File: config.mk
export PLATFORM = sky130hd
export DESIGN_NAME = binary_gcd_unit
export DESIGN_NICKNAME = d
export VERILOG_FILES = /design/src/bgcd_pkg.sv /design/src/binary_gcd_unit.sv /design/src/bgcd_dp.sv /design/src/bgcd_ctrl.sv
export SDC_FILE = /design/constraint.sdc
export NUM_CORES = 1
export LEC_CHECK = 0
export BUFFER_PORTS_ARGS = -buffer_cell sky130_fd_sc_hd__buf_2
export CAP_MARGIN = 10
export CORE_UTILIZATION = 25
export DETAILED_ROUTE_END_ITERATION = 8
export GPL_ROUTABILITY_DRIVEN = 0
export GPL_TIMING_DRIVEN = 0
export PLACE_DENSITY_LB_ADDON = 0.12
export SETUP_SLACK_MARGIN = 0.1
export SKIP_CTS_REPAIR_TIMING = 1
export SYNTH_ARGS = -nofsm -noshare
export SYNTH_HDL_FRONTEND = slang
export SYNTH_SLANG_ARGS = --single-unit
File: constraint.sdc
create_clock -name clk -period 3.45 [get_ports clk]
set_input_delay 0.345 -clock clk [delete_from_list [all_inputs] [get_ports clk]]
set_output_delay 0.345 -clock clk [all_outputs]
set_load 0.02 [all_outputs]
File: src/bgcd_pkg.sv
// ----------------------------------------------------------------------------
// bgcd_pkg
// Shared widths and the command and status bundles that pass between the
// binary gcd controller and datapath.
// ----------------------------------------------------------------------------
package bgcd_pkg;

	// field widths on the stream ports
	localparam int OPER_W  = 32;
	localparam int GCD_W   = 32;
	localparam int S_TDATA_W = 2 * OPER_W;
	localparam int M_TDATA_W = GCD_W;

	// controller to datapath
	typedef struct packed {
		logic load;   // take a new operand pair
		logic step;   // run one reduction step
		logic emit;   // write the shifted result into the output register
	} bgcd_cmd_t;

	// datapath to controller
	typedef struct packed {
		logic done;   // pair has settled or the step bound is reached
	} bgcd_status_t;

endpackage

File: src/binary_gcd_unit.sv
// ----------------------------------------------------------------------------
// binary_gcd_unit
// Greatest common divisor of two unsigned operands by the binary method.
//
// Input channel s_*: one item carries operand_a and operand_b. The unit
// takes one item at a time; s_tready is high only while no item is in work.
// Output channel m_*: one item per input item, carrying gcd_value.
// Equal operands give that value, a zero operand gives the other one, and
// both zero give zero.
// Sequence: the load happens at the accepting edge, then k reduction steps
// with k <= 2*WIDTH+1 (at most 65 for WIDTH 32), then the write of the
// output register, after which the result is offered; each step halves
// one or both values or subtracts and halves.
// The next item can be taken in the cycle after the result is written, even
// while the result still waits; no item is taken before the last is written.
// When the receiver stalls with a result pending, a finished item holds in
// the datapath until the output register frees up.
// Reset clears the controller and the output valid flag; no item survives.
// ----------------------------------------------------------------------------
module binary_gcd_unit #(
	parameter int WIDTH = 32
) (
	input  logic                            clk,
	input  logic                            arst_n,
	input  logic                            s_tvalid,
	output logic                            s_tready,
	// operand_a [31:0], operand_b [63:32]
	input  logic [bgcd_pkg::S_TDATA_W-1:0]  s_tdata,
	output logic                            m_tvalid,
	input  logic                            m_tready,
	// gcd_value [31:0]
	output logic [bgcd_pkg::M_TDATA_W-1:0]  m_tdata
);

	bgcd_pkg::bgcd_cmd_t    cmd;
	bgcd_pkg::bgcd_status_t status;

	// controller
	bgcd_ctrl u_ctrl (
		.clk      (clk),
		.arst_n   (arst_n),
		.s_tvalid (s_tvalid),
		.s_tready (s_tready),
		.m_tvalid (m_tvalid),
		.m_tready (m_tready),
		.status   (status),
		.cmd      (cmd)
	);

	// datapath
	bgcd_dp #(
		.WIDTH (WIDTH)
	) u_dp (
		.clk       (clk),
		.arst_n    (arst_n),
		.cmd       (cmd),
		.operand_a (s_tdata[bgcd_pkg::OPER_W-1:0]),
		.operand_b (s_tdata[2*bgcd_pkg::OPER_W-1:bgcd_pkg::OPER_W]),
		.status    (status),
		.gcd_value (m_tdata)
	);

endmodule

File: src/bgcd_dp.sv
// ----------------------------------------------------------------------------
// bgcd_dp
// Operand registers, shared-factor count, step counter and output register
// for the binary gcd; one reduction step per cycle under controller command.
// ----------------------------------------------------------------------------
module bgcd_dp #(
	parameter int WIDTH = 32
) (
	input  logic                       clk,
	input  logic                       arst_n,
	input  bgcd_pkg::bgcd_cmd_t        cmd,
	input  logic [bgcd_pkg::OPER_W-1:0] operand_a,
	input  logic [bgcd_pkg::OPER_W-1:0] operand_b,
	output bgcd_pkg::bgcd_status_t     status,
	output logic [bgcd_pkg::GCD_W-1:0]  gcd_value
);

	localparam int STEP_LIMIT = 2 * WIDTH + 1;
	localparam int STEP_W     = $clog2(STEP_LIMIT + 1);
	localparam int TWOS_W     = $clog2(WIDTH + 1);

	logic [WIDTH-1:0]  x_q, y_q, out_q;
	logic [TWOS_W-1:0] twos_q;
	logic [STEP_W-1:0] step_q;

	logic [WIDTH-1:0] x_nxt, y_nxt, diff_xy, diff_yx, res_w;
	logic             twos_inc, eq_xy, x_zero, y_zero, at_limit;

	// settle checks
	assign eq_xy    = (x_q == y_q);
	assign x_zero   = (x_q == '0);
	assign y_zero   = (y_q == '0);
	assign at_limit = (step_q == STEP_W'(STEP_LIMIT));
	assign status.done = eq_xy | x_zero | y_zero | at_limit;

	// value left once settled: y only when x ran to zero first, x at the bound
	assign res_w = (!at_limit && !eq_xy && x_zero) ? y_q : x_q;

	// one reduction step
	assign diff_xy = x_q - y_q;
	assign diff_yx = y_q - x_q;
	always_comb begin
		x_nxt    = x_q;
		y_nxt    = y_q;
		twos_inc = 1'b0;
		if (!x_q[0] && !y_q[0]) begin
			x_nxt    = x_q >> 1;
			y_nxt    = y_q >> 1;
			twos_inc = 1'b1;
		end else if (!x_q[0]) begin
			x_nxt = x_q >> 1;
		end else if (!y_q[0]) begin
			y_nxt = y_q >> 1;
		end else if (x_q > y_q) begin
			x_nxt = diff_xy >> 1;
		end else begin
			x_nxt = diff_yx >> 1;
			y_nxt = x_q;
		end
	end

	// working registers
	always_ff @(posedge clk or negedge arst_n) begin
		if (!arst_n) begin
			x_q    <= '0;
			y_q    <= '0;
			twos_q <= '0;
			step_q <= '0;
		end else if (cmd.load) begin
			x_q    <= WIDTH'(operand_a);
			y_q    <= WIDTH'(operand_b);
			twos_q <= '0;
			step_q <= '0;
		end else if (cmd.step) begin
			x_q    <= x_nxt;
			y_q    <= y_nxt;
			twos_q <= twos_q + TWOS_W'(twos_inc);
			step_q <= step_q + STEP_W'(1);
		end
	end

	// output register, shared factors of two restored
	always_ff @(posedge clk or negedge arst_n) begin
		if (!arst_n) begin
			out_q <= '0;
		end else if (cmd.emit) begin
			out_q <= res_w << twos_q;
		end
	end

	assign gcd_value = bgcd_pkg::GCD_W'(out_q);

endmodule

File: src/bgcd_ctrl.sv
// ----------------------------------------------------------------------------
// bgcd_ctrl
// Controller for the binary gcd: input handshake, step sequencing and the
// valid flag of the output register.
// ----------------------------------------------------------------------------
module bgcd_ctrl (
	input  logic                   clk,
	input  logic                   arst_n,
	input  logic                   s_tvalid,
	output logic                   s_tready,
	output logic                   m_tvalid,
	input  logic                   m_tready,
	input  bgcd_pkg::bgcd_status_t status,
	output bgcd_pkg::bgcd_cmd_t    cmd
);

	localparam logic [1:0] ST_IDLE = 2'd0;
	localparam logic [1:0] ST_RUN  = 2'd1;
	localparam logic [1:0] ST_HOLD = 2'd2;

	logic [1:0] state_q, state_nxt;
	logic       out_valid_q;
	logic       slot_free;

	assign slot_free = !out_valid_q || m_tready;
	assign s_tready  = (state_q == ST_IDLE);
	assign m_tvalid  = out_valid_q;

	// next state and commands
	always_comb begin
		state_nxt = state_q;
		cmd       = '0;
		case (state_q)
			ST_IDLE: begin
				if (s_tvalid) begin
					cmd.load  = 1'b1;
					state_nxt = ST_RUN;
				end
			end
			ST_RUN: begin
				if (!status.done) begin
					cmd.step = 1'b1;
				end else if (slot_free) begin
					cmd.emit  = 1'b1;
					state_nxt = ST_IDLE;
				end else begin
					state_nxt = ST_HOLD;
				end
			end
			ST_HOLD: begin
				if (slot_free) begin
					cmd.emit  = 1'b1;
					state_nxt = ST_IDLE;
				end
			end
			default: begin
				state_nxt = ST_IDLE;
			end
		endcase
	end

	// state and output valid
	always_ff @(posedge clk or negedge arst_n) begin
		if (!arst_n) begin
			state_q     <= ST_IDLE;
			out_valid_q <= 1'b0;
		end else begin
			state_q <= state_nxt;
			if (cmd.emit) begin
				out_valid_q <= 1'b1;
			end else if (m_tready) begin
				out_valid_q <= 1'b0;
			end
		end
	end

endmodule

==> metrics.md <==
| Metric | Value |
|---|---|
| Status | `finished with violations` |
| Violations in the final reports | `negative setup slack` |
| CP cell instances | `ha_1 > nand4_1 > or4_4 > or4_4 > buf_8 > buf_12 > a41oi_4 > mux2i_4 > mux2i_2 > mux2_4 > mux2i_4 > a221oi_2 > nand3_1` |
| Global-route track usage on met1 | `34.9%` |
| Most frequent cells in the layout | `a21oi_1, nand2_1, nor2_1` |
| Total routed wirelength | `52800 um` |
| Clock latency of the later-clocked register in the worst-skew pair | `0.41 ns` |
| Master cell of the clock root buffer | `clkbuf_16` |
| Count of input and output buffers | `101` |
| Hpwl dp | `38900 um` |
| Remaining antenna violation count | `0` |
| Vias after detailed routing | `12.1k` |
| Terminating pin of the worst hold path | `u_dp.y_q[0]` |
| Seq/Total Area, Yosys | `26.0%` |
| Number of nets in the synthesized netlist | `1510` |
| Flip-flop cell with the highest count after synthesis | `dfrtp_1` |
| Clock buffers created by TritonCTS | `9` |
| Rel. slew slack | `29.5%` |
| Mean post-synth cell area | `7.86 um^2` |
| CP required | `3.73 ns` |
| Number of antenna violations at the first check in global routing | `0` |
| Congestion Overflow GR | `0` |
| Part of the cycle the worst path needs | `121%` |
| Mapped Cells | `1369` |
| Number of nets in the layout | `1749` |
| Detailed router's first-iteration violation count | `1087` |
| FFs w/ async S/R, synth | `100%` |
| R2R cell count | `13` |
| Distinct cell type count of the synthesized netlist | `75` |
| Post-CTS clock slew at the launch and capture registers of the worst setup and hold paths | `0.09 ns` |
| Placement row count | `75` |
| Final Critical Period | `4.18 ns` |
| # clock sinks | `112` |
| Wire length of the first global-routing pass | `74200 um` |
| Setup repair after global routing missed its margin | `true` |
| Full die area | `0.0439 mm^2` |
| Yosys Warn Count | `0` |
| Final setup viols | `93` |
| Most congested layer reported by global routing | `met1` |
| Count of flip-flops with a built-in enable after synthesis | `0` |
| Layout overhead on the synthesized area | `37.1%` |
| Worst EP arrival | `4.46 ns` |
| Startpoint of the most critical hold path | `s_tdata[32]` |
| Placeable core area | `0.0422 mm^2` |
| Post-Route Skew | `0.0238 ns` |
| Drt drc | `0` |
| Yosys reg bits | `112` |
| I/O pin count | `102` |
| Sort of element at the end of the critical path | `flip-flop` |
| All-Layer GR Usage | `22.9%` |
| Maximum cell stage delay along the critical path | `0.61 ns` |
| Hold violation total from the final report | `0` |
| Startpoint of the lowest-slack register-to-register path | `u_dp.x_q[30]` |
| Biggest fanout along the worst timing path | `7` |
| Fin Hold WS | `0.175 ns` |
| Die extent in x | `209 um` |
| Max cap viols | `0` |
| Via count of the first global-routing pass | `10.9k` |
| Maximum clock frequency | `239 MHz` |
| Maximum number of pins on one net before global-route repair | `77` |
| Die height | `209 um` |
| Area occupied by multi-input gates | `0.00826 mm^2` |
| Number of slew-limit violations in the final report | `0` |
| Register-to-register setup slack | `-0.73 ns` |
| Post-route setup TNS | `-34.01 ns` |
| Class of the worst hold path | `in -> reg` |
| Max Buffers Root-to-Sink | `2` |
| Fill count | `4505` |
| Detail-routed net length per standard cell | `24.5 um` |
| Reg2Reg Capture Point | `u_dp.gcd_value[28]` |
| Hold-critical path depth | `3` |
| Area occupied by registers | `0.00286 mm^2` |
| Clock tree from TritonCTS | `built` |
| Worst-Margin Slew | `1.06 ns` |
| Standard cell with the maximum stage delay on the critical path | `or4_4` |
| Met3 layer usage reported by global route | `4.41%` |
| Global Route met2 Usage | `32.1%` |
| Most common library cell in the layout ignoring fill and taps | `a21oi_1` |
| Effective utilization at floorplan | `25.5%` |
| Startpoint-to-endpoint class of the critical path | `reg -> reg` |
| H-tree levels | `3` |
| Cell area after technology mapping | `0.0108 mm^2` |
| CP startpoint kind | `flip-flop` |
| Via count normalized by instance count | `5.62` |
| Number of iterations in the first detailed-routing pass | `5` |
| Setup slack of the critical path after layout | `-0.729 ns` |
| Share of final-layout standard cells stronger than drive strength 1 | `31.1%` |
## critical path: cells and delay by family (launching register included)
kind	cells	cell delay, ns
simple gates	4	1.49
mux	4	0.65
compound gates	2	0.63
flops	1	0.53
fa+ha+maj	1	0.42
buf+inv	2	0.32
## final cells by class
class,count,area share (%)
Antenna cell,1,0.0170
Buffer,85,4.12
Clock buffer,9,1.53
Clock inverter,7,0.611
Inverter,90,2.29
Multi-Input combinational cell,1077,56.0
Sequential cell,112,19.4
Tap cell,539,4.57
Timing Repair Buffer,233,11.5
## sequential cells by signal, summed over array words and instances, names as in the netlist
register         flops
u_ctrl.m_tvalid      1
u_ctrl.state_q       2
u_dp.gcd_value      32
u_dp.step_q          7
u_dp.twos_q          6
u_dp.x_q            32
u_dp.y_q            32
## per-layer routing
layer	vias up	wire length (um)
li1	5500	-
met5	-	0
met4	0	1100
met2	525	22100
met3	47	4200
met1	6038	25400
## synthesized netlist by cell type (9+ instances only)
| master | number | area, um^2 |
|---|---|---|
| a21oi_1 | 148 | 741 |
| nand2_1 | 136 | 510 |
| nor2_1 | 116 | 435 |
| dfrtp_1 | 112 | 2800 |
| mux2i_1 | 104 | 1040 |
| o21ai_0 | 101 | 505 |
| inv_1 | 87 | 327 |
| ha_1 | 71 | 888 |
| clkbuf_1 | 62 | 233 |
| o22ai_1 | 39 | 244 |
| a21o_1 | 26 | 195 |
| xnor2_1 | 22 | 193 |
| nand4_1 | 21 | 131 |
| nor4_1 | 21 | 131 |
| a221oi_1 | 18 | 158 |
| a31oi_1 | 17 | 106 |
| buf_2 | 17 | 85.1 |
| o21bai_1 | 16 | 120 |
| a41oi_1 | 15 | 131 |
| xor2_1 | 14 | 123 |
| nand3_1 | 13 | 65.1 |
| mux2_2 | 12 | 135 |
| o211ai_1 | 11 | 82.6 |
| or3_1 | 11 | 68.8 |
| a211oi_1 | 10 | 75.1 |
| and2_1 | 10 | 62.6 |
| a22o_1 | 9 | 78.8 |
| a22oi_1 | 9 | 67.6 |
| o2bb2ai_1 | 9 | 78.8 |
## through the flow
step | instances | area, um^2 | util (%) | setup WS (ns)
finish | 2153 | 14800 | 34.9 | -0.729
global route | 2152 | 14700 | 34.9 | -0.777
CTS | 2026 | 12300 | 29.2 | -2.15
detailed placement | 2010 | 12000 | 28.4 | -2.14
global placement | 2009 | 12000 | 28.4 | -2.11
floorplan | 1369 | 10800 | - | 0.0122
## worst max-delay path by stage
stage / startpoint / end / slack [ns] / cells after the start
6_report: u_dp.x_q[30] / u_dp.gcd_value[28] / -0.73 / 13
5_1_grt: u_dp.y_q[28] / u_dp.gcd_value[28] / -0.78 / 15
4_1_cts: u_dp.y_q[17] / u_dp.x_q[1] / -2.15 / 14
3_5_place_dp: u_dp.y_q[17] / u_dp.x_q[3] / -2.14 / 14
3_3_place_gp: u_dp.y_q[17] / u_dp.x_q[16] / -2.11 / 14
2_1_floorplan: u_dp.y_q[27] / u_dp.gcd_value[10] / 0.01 / 14
## kinds of logic after synthesis
family / after synthesis / synth area share (%)
AOI/OAI and AO/OA: 489 / 29.1
xor gates and xnor gates: 36 / 2.93
adders and majority gates: 73 / 8.63
buffers and inverters: 181 / 6.96
DFF: 112 / 26.0
muxes: 118 / 11.2
and+or+nand+nor: 360 / 15.1
Power is left out: the tool's default activity adds up to more than one toggle a clock period on the data nets, which glitch-free logic cannot reach.
